==> src/rtl/fcd_pkg.sv <==
// Shared types and constants for the frame channel demultiplexer.
package fcd_pkg;

  localparam int COMMAND_DEPTH_DEF = 32;

  localparam logic [2:0] CH_RADIO1   = 3'd0;
  localparam logic [2:0] CH_RADIO2   = 3'd1;
  localparam logic [2:0] CH_FLAGS    = 3'd2;
  localparam logic [2:0] CH_KEYER    = 3'd3;
  localparam logic [2:0] CH_KEYBOARD = 3'd4;
  localparam logic [2:0] CH_CONTROL  = 3'd5;

  localparam logic [2:0] COUNT_SAT   = 3'd4;
  localparam logic [2:0] POS_BYTE1   = 3'd1;
  localparam logic [2:0] POS_BYTE2   = 3'd2;
  localparam logic [2:0] POS_BYTE3   = 3'd3;
  localparam logic [2:0] FRAME_FLAGS = 3'd0;
  localparam logic [2:0] FRAME_CTRL  = 3'd1;
  localparam logic [2:0] FRAME_KEYER = 3'd2;
  localparam logic [2:0] FRAME_LAST  = 3'd3;

  typedef enum logic [1:0] {
    ST_IDLE,
    ST_DRAIN_RD,
    ST_DRAIN_OUT
  } fcd_state_t;

  typedef struct packed {
    logic proc;
    logic rd_issue;
    logic drain_load;
  } fcd_cmd_t;

  typedef struct packed {
    logic in_full;
    logic slot_free;
    logic start_drain;
    logic rd_last;
  } fcd_stat_t;

endpackage

==> src/rtl/fcd_controller.sv <==
// Sequencer that schedules item processing and command store drains.
module fcd_controller
  import fcd_pkg::*;
(
  input  logic      clk,
  input  logic      rst,
  input  fcd_stat_t stat,
  output fcd_cmd_t  cmd
);

  fcd_state_t state, state_next;

  always_ff @(posedge clk) begin
    if (rst) begin
      state <= ST_IDLE;
    end else begin
      state <= state_next;
    end
  end

  always_comb begin
    state_next = state;
    cmd        = '0;
    unique case (state)
      ST_IDLE: begin
        if (stat.in_full && stat.slot_free) begin
          cmd.proc = 1'b1;
          if (stat.start_drain) begin
            state_next = ST_DRAIN_RD;
          end
        end
      end
      ST_DRAIN_RD: begin
        cmd.rd_issue = 1'b1;
        state_next   = ST_DRAIN_OUT;
      end
      ST_DRAIN_OUT: begin
        if (stat.slot_free) begin
          cmd.drain_load = 1'b1;
          state_next     = stat.rd_last ? ST_IDLE : ST_DRAIN_RD;
        end
      end
      default: state_next = ST_IDLE;
    endcase
  end

endmodule

==> src/rtl/fcd_datapath.sv <==
// Frame decoding state, command store memory and output register.
module fcd_datapath
  import fcd_pkg::*;
#(
  parameter int COMMAND_DEPTH = COMMAND_DEPTH_DEF
) (
  input  logic       clk,
  input  logic       rst,
  input  logic [7:0] rx_byte,
  input  logic       in_valid,
  output logic       in_ready,
  output logic       out_valid,
  input  logic       out_ready,
  output logic [2:0] channel,
  output logic [7:0] data_byte,
  output logic       last,
  input  fcd_cmd_t   cmd,
  output fcd_stat_t  stat
);

  localparam int LEN_W  = $clog2(COMMAND_DEPTH + 1);
  localparam int ADDR_W = $clog2(COMMAND_DEPTH);

  logic             in_full;
  logic [7:0]       in_byte;
  logic [7:0]       sync_word;
  logic             sync_valid;
  logic [2:0]       frame_count;
  logic [2:0]       byte_position;
  logic [7:0]       command_head;
  logic             command_active;
  logic [LEN_W-1:0] command_length;
  logic [7:0]       command_store [COMMAND_DEPTH];
  logic [ADDR_W-1:0] rd_idx;
  logic [7:0]       rd_data;

  logic             is_sync;
  logic [2:0]       pos_next;
  logic             data_ok;
  logic [7:0]       value;
  logic             emit;
  logic [2:0]       emit_ch;
  logic             ctrl_byte;
  logic             opening;
  logic             match;
  logic             active_eff;
  logic [LEN_W-1:0] len_eff;
  logic             store_ok;

  assign in_ready = !in_full;

  // Decode of the held item against the current frame state.
  always_comb begin
    is_sync   = !in_byte[7];
    pos_next  = (byte_position < COUNT_SAT) ? byte_position + 3'd1 : byte_position;
    data_ok   = !is_sync && sync_valid && (frame_count <= FRAME_LAST);
    value     = {sync_word[0], in_byte[6:0]};
    emit      = 1'b0;
    emit_ch   = CH_RADIO1;
    ctrl_byte = 1'b0;
    if (data_ok) begin
      unique case (pos_next)
        POS_BYTE1: begin
          emit    = sync_word[5];
          emit_ch = CH_RADIO1;
          value   = {sync_word[2], in_byte[6:0]};
        end
        POS_BYTE2: begin
          emit    = sync_word[4];
          emit_ch = CH_RADIO2;
          value   = {sync_word[1], in_byte[6:0]};
        end
        POS_BYTE3: begin
          if (frame_count == FRAME_CTRL) begin
            ctrl_byte = 1'b1;
          end else begin
            emit    = sync_word[3];
            emit_ch = (frame_count == FRAME_FLAGS) ? CH_FLAGS :
                      (frame_count == FRAME_KEYER) ? CH_KEYER : CH_KEYBOARD;
          end
        end
        default: emit = 1'b0;
      endcase
    end
    opening    = ctrl_byte && !sync_word[3] && !value[7];
    match      = ctrl_byte && !sync_word[3] && value[7] && command_active &&
                 (value == {1'b1, command_head[6:0]});
    active_eff = opening || command_active;
    len_eff    = opening ? '0 : command_length;
    store_ok   = ctrl_byte && active_eff && (len_eff < LEN_W'(COMMAND_DEPTH));
  end

  assign stat.in_full     = in_full;
  assign stat.slot_free   = !out_valid || out_ready;
  assign stat.start_drain = store_ok && match;
  assign stat.rd_last     = (LEN_W'(rd_idx) + LEN_W'(1)) == command_length;

  always_ff @(posedge clk) begin
    if (rst) begin
      in_full        <= 1'b0;
      sync_word      <= '0;
      sync_valid     <= 1'b1;
      frame_count    <= '0;
      byte_position  <= '0;
      command_head   <= '0;
      command_active <= 1'b1;
      command_length <= '0;
      out_valid      <= 1'b0;
      rd_idx         <= '0;
    end else begin
      if (in_valid && in_ready) begin
        in_full <= 1'b1;
      end else if (cmd.proc) begin
        in_full <= 1'b0;
      end
      if ((cmd.proc && emit) || cmd.drain_load) begin
        out_valid <= 1'b1;
      end else if (out_ready) begin
        out_valid <= 1'b0;
      end
      if (cmd.proc) begin
        if (is_sync) begin
          if (!in_byte[6]) begin
            frame_count <= '0;
          end else if (frame_count < COUNT_SAT) begin
            frame_count <= frame_count + 3'd1;
          end
          byte_position <= '0;
          sync_word     <= in_byte;
          sync_valid    <= 1'b1;
        end else begin
          byte_position <= pos_next;
          if (sync_valid && frame_count > FRAME_LAST) begin
            sync_valid <= 1'b0;
          end
        end
        // An opening byte is always stored as the first entry, which sets the length.
        if (opening) begin
          command_head   <= value;
          command_active <= 1'b1;
        end
        if (store_ok) begin
          command_length <= len_eff + LEN_W'(1);
          if (match) begin
            command_active <= 1'b0;
          end
        end
        rd_idx <= '0;
      end
      if (cmd.drain_load) begin
        rd_idx <= rd_idx + ADDR_W'(1);
      end
    end
  end

  // Payload registers.
  always_ff @(posedge clk) begin
    if (in_valid && in_ready) begin
      in_byte <= rx_byte;
    end
    if (cmd.proc && emit) begin
      channel   <= emit_ch;
      data_byte <= value;
      last      <= 1'b1;
    end else if (cmd.drain_load) begin
      channel   <= CH_CONTROL;
      data_byte <= rd_data;
      last      <= stat.rd_last;
    end
  end

  // Command store: one write port, one registered read port.
  always_ff @(posedge clk) begin
    if (cmd.proc && store_ok) begin
      command_store[len_eff[ADDR_W-1:0]] <= value;
    end
    if (cmd.rd_issue) begin
      rd_data <= command_store[rd_idx];
    end
  end

  a_proc_needs_item: assert property (@(posedge clk) disable iff (rst)
    cmd.proc |-> in_full)
    else $error("item processed with empty input register");

  a_load_needs_slot: assert property (@(posedge clk) disable iff (rst)
    cmd.drain_load |-> (!out_valid || out_ready))
    else $error("drain overwrote a pending result");

  a_length_bound: assert property (@(posedge clk) disable iff (rst)
    command_length <= LEN_W'(COMMAND_DEPTH))
    else $error("command length beyond store depth");

  a_read_written: assert property (@(posedge clk) disable iff (rst)
    cmd.rd_issue |-> (LEN_W'(rd_idx) < command_length))
    else $error("drain read beyond stored command bytes");

endmodule

==> src/rtl/frame_channel_demultiplexer.sv <==
// Top level of the frame channel demultiplexer.
// A received item is one serial byte. Sync bytes (bit 7 clear) open a frame and carry the
// valid marks and top bits of the three data bytes that follow; data bytes are rebuilt to
// eight bits and sent as single-item runs to radio 1, radio 2, flags, keyer or keyboard,
// each with last set. In frame 1 the third byte is a control byte that is gathered into a
// command store of COMMAND_DEPTH entries; when the closing byte matches the opening one the
// whole store is sent as one run on the control channel, last marking its final item.
// Timing: an input register takes an item whenever it is empty. A held item is decoded and
// retired once the output register is free and no command run is draining, and the input
// register is ready again in the cycle after. A result waiting at the output keeps the held
// item from retiring, so the link side is then held up as well. A command run drains from
// the store memory one item at a time, by a registered read and then the load into the
// output register; meanwhile at most one further input item is taken and waits. There is
// no clearing pass after reset.
module frame_channel_demultiplexer
  import fcd_pkg::*;
#(
  parameter int COMMAND_DEPTH = COMMAND_DEPTH_DEF
) (
  input  logic       clk,
  input  logic       rst,
  input  logic [7:0] rx_byte,
  input  logic       in_valid,
  output logic       in_ready,
  output logic [2:0] channel,
  output logic [7:0] data_byte,
  output logic       last,
  output logic       out_valid,
  input  logic       out_ready
);

  fcd_cmd_t  cmd;
  fcd_stat_t stat;

  // The controller decides when the held item is retired and paces the store drain.
  fcd_controller u_ctrl (
    .clk  (clk),
    .rst  (rst),
    .stat (stat),
    .cmd  (cmd)
  );

  // The datapath holds the frame state, the command store and the output register.
  fcd_datapath #(
    .COMMAND_DEPTH (COMMAND_DEPTH)
  ) u_dp (
    .clk       (clk),
    .rst       (rst),
    .rx_byte   (rx_byte),
    .in_valid  (in_valid),
    .in_ready  (in_ready),
    .out_valid (out_valid),
    .out_ready (out_ready),
    .channel   (channel),
    .data_byte (data_byte),
    .last      (last),
    .cmd       (cmd),
    .stat      (stat)
  );

endmodule

==> config.mk <==
export PLATFORM = sky130hd
export DESIGN_NAME = frame_channel_demultiplexer
export DESIGN_NICKNAME = d
export VERILOG_FILES = /design/src/rtl/fcd_pkg.sv /design/src/rtl/fcd_controller.sv /design/src/rtl/fcd_datapath.sv /design/src/rtl/frame_channel_demultiplexer.sv
export SDC_FILE = /design/constraint.sdc
export NUM_CORES = 1
export LEC_CHECK = 0
export BUFFER_PORTS_ARGS = -buffer_cell sky130_fd_sc_hd__buf_2
export CAP_MARGIN = 10
export CORE_UTILIZATION = 55
export CTS_CLUSTER_SIZE = 40
export DETAILED_ROUTE_END_ITERATION = 10
export PLACE_DENSITY = 0.72
export SLEW_MARGIN = 20
export SYNTH_ARGS = -nofsm -noshare
export SYNTH_HDL_FRONTEND = slang
export SYNTH_SLANG_ARGS = --single-unit
==> constraint.sdc <==
create_clock -name clk -period 6.3 [get_ports clk]
set_input_delay 0 -clock clk [delete_from_list [all_inputs] [get_ports clk]]
set_output_delay 0 -clock clk [all_outputs]
set_load 0.02 [all_outputs]
### Word level (Yosys, flattened, before mapping)

Memory sizes are Yosys's and may differ from the RTL's. A register that Yosys moved wholly into a read port is not among the register bits.
Index checks and enable logic that the tools add are counted.
W data, S select, Z words.

| storage, ports and cells | value |
|---|---|
| register bits after elaboration | 56 |
| RAM bits | 256 |
| input bits | 12 |
| output and inout port bits | 14 |
| word-level logic and storage cells | 120 |
| memories kept | 1 |

Memory list:

| memory | depth | width | read ports | clocked after memory_dff | wr ports | RTL line | text |
|---|---|---|---|---|---|---|---|
| u_dp.command_store | 32 | 8 | 1 | 1 | 1 | fcd_datapath.sv:33 | `logic [7:0] command_store [COMMAND_DEPTH];` |

| cells by class | value |
|---|---|
| add/subtract/negate cells | 5 |
| $lt $le $gt $ge | 5 |
| eq/ne operators | 14 |
| multiplexer cells | 45 |
| bitwise logic cells | 1 |
| reduce and logical (&&, ||, !) cells | 34 |

Operators with widths:

| cell | count |
|---|---|
| $mux W3 | 10 |
| $mux W8 | 3 |
| $mux W1 | 22 |
| $pmux W8 S2 | 1 |
| $logic_and A1 B1 Y1 | 15 |
| $mux W5 | 2 |
| $eq A3 B2 Y1 const B | 3 |
| $eq A8 B8 Y1 | 1 |
| $reduce_and A2 Y1 | 4 |
| $reduce_bool A2 Y1 | 4 |
| $add A3 B1 Y3 const B | 2 |
| $add A5 B1 Y6 const B | 1 |
| $add A6 B1 Y6 const B | 1 |
| $eq A3 B1 Y1 const B | 2 |
| $eq A6 B6 Y1 | 1 |
| $lt A3 B3 Y1 const B | 2 |
| $lt A6 B6 Y1 const B | 1 |
| $mux W2 | 3 |
| $mux W6 | 1 |
| $ne A2 B2 Y1 const B | 3 |
| $pmux W2 S3 | 1 |
| $pmux W3 S2 | 1 |
| $reduce_and A3 Y1 | 2 |
| $add A5 B1 Y5 const B | 1 |
| other kinds (11) | 17 |

### Longest topological paths before layout

Gate-level depths: netlist (run 1).

| depth | value |
|---|---|
| depth in word-level cells | 14 |
| mapped depth | 11 |
| mapped depth without buffers | 11 |

### By module

Synthesis (run 1) repeated with hierarchy kept, for this count alone.

| unflattened totals | value |
|---|---|
| cell total of the unflattened synthesis | 695 |
| area total of the unflattened synthesis | 12953.7 µm² |

Modules (own cells, without submodules):

| module | times used | cells each | area each (µm²) | seq. area each (µm²) |
|---|---|---|---|---|
| fcd_datapath | 1 | 683 | 12818.5 | 9198.8 |
| fcd_controller | 1 | 12 | 135.1 | 40.0 |

### Worst setup path before layout (run 1)

OpenSTA, ideal clock, no wires.

| timing | value |
|---|---|
| path kind | register to register |
| start point | register u_dp.byte_position[1] |
| end point | memory u_dp.command_store[15][0], enable pin |
| setup time | 395 ps |
| data arrival time | 2707 ps |
| data required time | 5905 ps |
| path slack | 3198 ps |
| stages on the path, launching flop included | 8 |
| path buffers | 1 |
| clock period less this slack | 3102 ps |
| path through | dfxtp_1 ha_1 or4b_4 a211oi_2 and2_1 buf_4 nand2_1 nor4_1 |

| between the ends | value |
|---|---|
| word-level cells in the longest chain between the ends | 13 |
| elaborated cells on any way between the ends | 21 |
| classes of those cells | 1 x add/sub; 2 x order compare; 3 x eq/ne; 8 x mux; 7 x reduce/logical |

Ends and longest elaborated chain:

| item | RTL line | text |
|---|---|---|
| start: declaration | fcd_datapath.sv:29 | `logic [2:0] byte_position;` |
| start signal: assignment | fcd_datapath.sv:132 | `byte_position <= pos_next;` |
| $add A3 B1 Y3 / $lt A3 B3 Y1 (equally long branches) | fcd_datapath.sv:55 | `pos_next = (byte_position < COUNT_SAT) ? byte_position + 3'd1 : byte_position;` |
| $mux W3 (*) | fcd_datapath.sv:55 |  |
| $eq A3 B2 Y1 / $eq A3 B1 Y1 (equally long branches) | fcd_datapath.sv:62 | `unique case (pos_next)` |
| $pmux W8 S2 / $mux W1 (equally long branches) | fcd_datapath.sv:62 |  |
| $mux W8 / $mux W1 (equally long branches) | fcd_datapath.sv:61 | `if (data_ok) begin` |
| $logic_not A1 Y1 / $logic_and A1 B1 Y1 (equally long branches) | fcd_datapath.sv:85 | `opening = ctrl_byte && !sync_word[3] && !value[7];` |
| $logic_and A1 B1 Y1 | fcd_datapath.sv:85 |  |
| $mux W6 / $logic_or A1 B1 Y1 (equally long branches) | fcd_datapath.sv:89, fcd_datapath.sv:88 |  |
| $lt A6 B6 Y1 / $logic_and A1 B1 Y1 (equally long branches) | fcd_datapath.sv:90 | `store_ok = ctrl_byte && active_eff && (len_eff < LEN_W'(COMMAND_DEPTH));` |
| $logic_and A1 B1 Y1 | fcd_datapath.sv:90 |  |
| $logic_and A1 B1 Y1 | fcd_datapath.sv:174 | `if (cmd.proc && store_ok) begin` |
| $mux W1 | fcd_datapath.sv:174 |  |
| $mux W1 (implied by the code) | fcd_datapath.sv:175 | `command_store[len_eff[ADDR_W-1:0]] <= value;` |
| end: declaration | fcd_datapath.sv:33 |  |

Mark *: on every way between the ends. The rest lies on a longest branch, timed or not.

### Worst setup path after layout (run 1)

| timing | value |
|---|---|
| start point | register u_dp.byte_position[0] |
| end point | memory u_dp.command_store[13][4], enable pin |

Same word-level chain as after synthesis.

==> impl_metrics.json, run 1 <==
{
  "status": "finished clean",
  "arrival_ns": 3.94,
  "dpl.hpwl_mm": 17.15,
  "place_inst": 1056,
  "holdWs_ns": 0.1627,
  "max_stage_delay_ns": 0.84,
  "insertion_delay_ns": 0.55,
  "end_kind": "flip-flop",
  "p_switching_uw": 807.7,
  "cts_inserted_buffers": 31,
  "cts_tree": "done",
  "switching_share_pct": 19.79,
  "drc": 0,
  "fmax_mhz": 264.7,
  "cts.clk_slew.worst_paths_ns": 0.06,
  "root_buffer": "clkbuf_16",
  "synthToLayoutAreaGrowth_pct": 11.09,
  "grt-ovfl-total": 0,
  "powerDensity_mw_per_mm2": 280.0,
  "clkPwrFrac_pct": 40.8,
  "cp_max_fo": 10,
  "ys.flop_type": "edfxtp_1",
  "dr_total_vias": 7056,
  "critPathTopFamily": "simple AND/OR/NAND/NOR gates",
  "syn_nets": 762,
  "worst_clock_skew_ns": 0.01251,
  "syn_area_per_cell_um2": 17.76,
  "crit_required_ns": 6.46,
  "ys_ff_latch": 320,
  "cts_hold_buf": 11,
  "routed_wl_mm": 27.91,
  "start_util_pct": 56.07,
  "ys_seq_area_share_pct": 70.40,
  "grt_max_degree": 69,
  "start_kind": "flip-flop",
  "syn_inst": 739,
  "setup_slack_ns": 2.522,
  "layout_common_cells": "edfxtp_1, mux4_2, nor2_1",
  "crit_type": "reg2reg",
  "vdd_drop_max_uv": 219.0,
  "nets": 804,
  "synth_edf_count": 283,
  "fin_crit_sh_pct": 59.97,
  "synthArstFlopShare_pct": 0,
  "synth_cell_types": 64,
  "antenna_found_initial": 0,
  "intPower_uw": 3274,
  "diodes": 0,
  "cts_sinks": 320,
  "die_x_um": 156.5,
  "final_common_cell": "edfxtp_1",
  "die_h_um": 156.5,
  "hold_viol": 0,
  "cts_resized": 0,
  "cp_slowest_cell": "nor4_2",
  "netlist_area_mm2": 0.01312,
  "design_area_mm2": 0.01458,
  "h-tree-depth": 1,
  "hold_class": "in2reg",
  "layout_min_cycle_time_ns": 3.778,
  "setup_viol": 0,
  "drive_above_1_share_pct": 22.57,
  "grt_pass1_wl_mm": 42.86,
  "core-area_mm2": 0.02340,
  "crit_buf_inv": 0,
  "worstMarginPinSlew_ns": 0.9941,
  "ys_warn_count": 0,
  "port_buffers": 25,
  "clockBufferDepth": 3,
  "routabilityCongestion": 0.8643,
  "drtIter0Drc": 744,
  "cp_cell_sequence": "ha_1 > or4b_4 > a2111oi_4 > nand2_2 > nand2_1 > ha_1 > nand3_4 > nor4_2",
  "total_leakage_power_uw": 0.004596,
  "fin_cells": 1121,
  "slew_violations": 0,
  "firstDrtPassIters": 8,
  "setup_tns_ns": 0,
  "pre_cts_ws_ns": 2.554,
  "crit_path_frequent_cell": "ha_1",
  "via_per_inst": 6.294,
  "dieArea_mm2": 0.02448,
  "rsz0062_at_grt": "no",
  "grt_usage_pct": 23.97,
  "pin_count": 26,
  "power_frac_seq_pct": 56.9,
  "cts_setup_buffers": 0,
  "wl_per_cell_um": 24.90,
  "combPwrFrac_pct": 2.3,
  "postPlaceCellArea_mm2": 0.01356,
  "slew_headroom_pct": 33.33,
  "rows": 56,
  "ant_nets": 0,
  "max-cap-violations": 0,
  "grt_pass1_vias": 7048
}
-- final cells by class --
type                    count  area, um2
clock buffers              44      854.6
clock inverters            10      52.55
fillers                  1664       8825
inverters                  10      37.54
multi-input cells         370       3665
flip-flops and latches    320       9244
well taps                 319      399.1
repair buffers             48      325.3
-- flip-flops by register name, indices dropped and copies added (netlist names) --
name                 flops
u_dp.frame_count         3
u_ctrl.state             2
u_dp.command_store     256
u_dp.in_byte             8
u_dp.channel             3
u_dp.command_head        7
u_dp.last                1
u_dp.data_byte           8
u_dp.sync_valid          1
u_dp.rd_data             8
u_dp.byte_position       3
u_dp.sync_word           6
u_dp.rd_idx              5
u_dp.command_length      6
u_dp.in_full             1
u_dp.out_valid           1
u_dp.command_active      1
-- power by group through the flow --
stage	Clock (uW)	Sequential, uW	Combinational [uW]
4_1_cts	1690	2320	94.8
3_3_place_gp	0	2360	87.0
6_report	1670	2320	94.6
2_1_floorplan	0	2380	31.1
3_5_place_dp	0	2370	89.2
5_1_grt	1770	2320	102
-- metal layers --
metal / track usage, % / share of wire, % / vias to the layer above / wire, um
li1: - / - / 3044 / -
met1: 34.29 / 42 / 3658 / 11730
met2: 38.65 / 49 / 295 / 13680
met3: 3.434 / 6.4 / 59 / 1795
met4: 7.143 / 2.5 / 0 / 701
met5: 0 / 0 / - / 0
-- stage by stage --
stage	power, uW	util [%]
2_1_floorplan	2412	-
3_3_place_gp	2452	57.94
3_5_place_dp	2455	57.94
4_1_cts	4102	62.29
5_1_grt	4188	62.29
6_report	4081	62.29
-- Yosys cell counts (3+ instances only) --
master / n / area (um2)
nand3_1: 11 / 55.05
mux4_2: 72 / 1622
a21oi_1: 19 / 95.09
buf_1: 5 / 18.77
mux2i_1: 25 / 250.2
nand2b_1: 6 / 37.54
nand2_1: 28 / 105.1
dfxtp_1: 37 / 740.7
nand4_1: 8 / 50.05
nor4_1: 3 / 18.77
and2_1: 3 / 18.77
nand4b_1: 4 / 35.03
clkbuf_1: 18 / 67.56
and3_1: 4 / 25.02
ha_1: 11 / 137.6
nand3_4: 3 / 52.55
nor2b_1: 6 / 37.54
buf_2: 13 / 65.06
nor4_2: 4 / 50.05
nor3_1: 9 / 45.04
xnor2_1: 10 / 87.58
xor2_1: 4 / 35.03
o21a_1: 9 / 67.56
nor2_1: 60 / 225.2
mux2_2: 9 / 101.4
edfxtp_1: 283 / 8498
a22oi_1: 10 / 75.07
o21ai_0: 10 / 50.05
inv_1: 9 / 33.78
-- worst paths after layout --
check             depth (start not counted)  slack (ns)                         to             startpoint
setup reg to reg                          8        2.52  u_dp.command_store[13][4]  u_dp.byte_position[0]
hold reg to reg                           2        0.46          u_dp.sync_word[4]      u_dp.sync_word[4]
hold / removal                            2        0.16            u_dp.in_byte[6]             rx_byte[6]
setup / recovery                          8        2.52  u_dp.command_store[13][4]  u_dp.byte_position[0]
-- kinds of logic after synthesis --
| logic type | share of synthesized area, % |
|---|---|
| DFF | 70.40 |
| and+or+nand+nor | 6.875 |
| muxes | 15.15 |
| AOI/OAI and AO/OA | 3.919 |
| buffers and inverters | 1.668 |
| xor gates and xnor gates | 0.9343 |
| adders and majority gates | 1.049 |
Power figures use the tool's default switching activity.
==> inputs of run 2 (changes only) <==
- PLACE_DENSITY: 0.72 -> 0.75
- clock period: 6.3 -> 3.43 ns (I/O delays scaled with it)
==> run 2 against run 1 <==
Final cell count up 3.6%. Sequential power rose by 84%. Largest cell class unchanged. Setup slack got worse by 2.4 ns. Combinational power is 73% higher. Global-route usage barely moved. Highest routed layer unchanged. Sequential cell count unchanged. Die area unchanged. Register-to-register slack got worse by 2.4 ns. Maximum frequency rose by 16%. Clock-buffer cell count down 2.
==> impl_metrics.json, run 2 (same netlist as run 1, synthesis figures left out) <==
{
  "status": "finished clean",
  "cts_tree": "done",
  "clkPwrFrac_pct": 45.8,
  "hold_viol": 0,
  "setup_viol": 0,
  "min_to": "u_dp.frame_count[1]",
  "cts.clk_slew.worst_paths_ns": 0.06,
  "antenna_found_initial": 0,
  "synthToLayoutAreaGrowth_pct": 14.90,
  "arrival_ns": 3.49,
  "grt_max_degree": 41,
  "crit_required_ns": 3.65,
  "grt_pass1_vias": 7145,
  "grt_pass1_wl_mm": 42.54,
  "reg2reg_depth": 10,
  "rows": 56,
  "slew_violations": 0,
  "fmax_mhz": 306.0,
  "dpl.hpwl_mm": 17.29,
  "hold_depth": 2,
  "cp_max_fo": 8,
  "dr_total_vias": 7100,
  "pin_count": 26,
  "final_util_pct": 64.43,
  "layout_common_cells": "edfxtp_1, mux4_2, nor2_1",
  "ant_nets": 0,
  "drc": 0,
  "core-area_mm2": 0.02340,
  "hold_class": "in2reg",
  "wl_per_cell_um": 24.17,
  "crit_start": "u_dp.frame_count[1]",
  "cts_sinks": 320,
  "cts_inserted_buffers": 34,
  "die_h_um": 156.5,
  "slew_headroom_pct": 37.06,
  "firstDrtPassIters": 5,
  "clockBufferDepth": 3,
  "rsz0062_at_grt": "no",
  "pre_cts_ws_ns": 0.1411,
  "setup_slack_ns": 0.1615,
  "reg2reg_to": "u_dp.command_store[13][5]",
  "powerDensity_mw_per_mm2": 542.3,
  "grt_usage_pct": 24.01,
  "cts_setup_buffers": 0,
  "total_leakage_power_uw": 0.004905,
  "dieArea_mm2": 0.02448,
  "routed_wl_mm": 28.06,
  "crit_type": "reg2reg",
  "drive_above_1_share_pct": 26.60,
  "start_kind": "flip-flop",
  "layout_min_cycle_time_ns": 3.268,
  "final_common_cell": "edfxtp_1",
  "end_kind": "flip-flop",
  "nets": 839,
  "largest_reg_flops": 256,
  "routabilityCongestion": 0.9039,
  "start_util_pct": 56.07,
  "h-tree-depth": 2,
  "setup_tns_ns": 0,
  "insertion_delay_ns": 0.51,
  "max-cap-violations": 0,
  "grt-ovfl-total": 0,
  "port_buffers": 25,
  "p_switching_uw": 1597,
  "worst_clock_skew_ns": 0.007096,
  "die_x_um": 156.5,
  "combPwrFrac_pct": 2.0,
  "power_frac_seq_pct": 52.2,
  "min-delay-start": "rst",
  "fin_crit_sh_pct": 95.29,
  "cts_resized": 0,
  "fin_cells": 1161,
  "drtIter0Drc": 697,
  "vdd_drop_max_uv": 480.1,
  "place_inst": 1089,
  "diodes": 0,
  "intPower_uw": 6581,
  "via_per_inst": 6.115,
  "reg2reg_slack_ns": 0.16,
  "root_buffer": "clkbuf_16",
  "reg2reg_from": "u_dp.frame_count[1]",
  "switching_share_pct": 19.53,
  "worstMarginPinSlew_ns": 0.9363
}
==> run 2: how the worst max path moves through the flow <==
stage,to,slack (ns),depth (start not counted)
floorplan,u_dp.command_store[15][0],0.33,7
global placement,u_dp.command_store[12][7],0.31,9
detailed placement,u_dp.command_store[13][6],0.14,9
CTS,u_dp.command_store[13][5],0.12,9
global route,u_dp.command_store[12][1],0.02,10
finish,u_dp.command_store[13][5],0.16,10
==> run 2: area by class of cell <==
class,instances,area (um2)
multi-input combinational,370,3665
tap,319,399.1
timing repair buffer,80,575.6
sequential,320,9244
clock inverter,20,202.7
inverter,10,37.54
clock buffer,42,954.7
fill,1587,8324
==> run 2: metal layers <==
metal	wire length (um)	vias up	GRT usage, %
met4	809	0	8.730
met3	2119	57	4.736
met1	11220	3619	33.06
met5	0	-	0
met2	13910	311	38.44
li1	-	3113	-
==> run 2: timing repair <==
item | 4_1_cts | 5_1_grt
hold buffers | 10 | 0
hold endpoints to repair | 11 | 0
endpoints found under the setup margin | 0 | 24
==> run 2: worst max-delay path, cell delays in order, from the launching register on <==
cell       delay, ns
dfxtp_1         0.35
inv_1           0.11
ha_1            0.25
or3b_2          0.50
a2111oi_4       0.46
nand2_2         0.20
nand2_1         0.18
ha_1            0.23
nand3_4         0.16
nor4_2          0.28
buf_4           0.24
==> run 2: power by group through the flow <==
stage	sequential, uW	clock [uW]	combinational, uW
floorplan	4370	0	57.1
global placement	4350	0	148
detailed placement	4350	0	157
CTS	4270	3800	166
global route	4270	3940	179
finish	4270	3750	164
==> run 2: metrics by stage <==
stage               area [um2]  total power, uW  hold slack, ns
floorplan                13120             4431         0.09887
global placement         13820             4495          0.1768
detailed placement       13820             4505          0.1781
CTS                      15080             8235        0.009618
global route             15080             8390         0.05578
finish                   15080             8178         0.01887
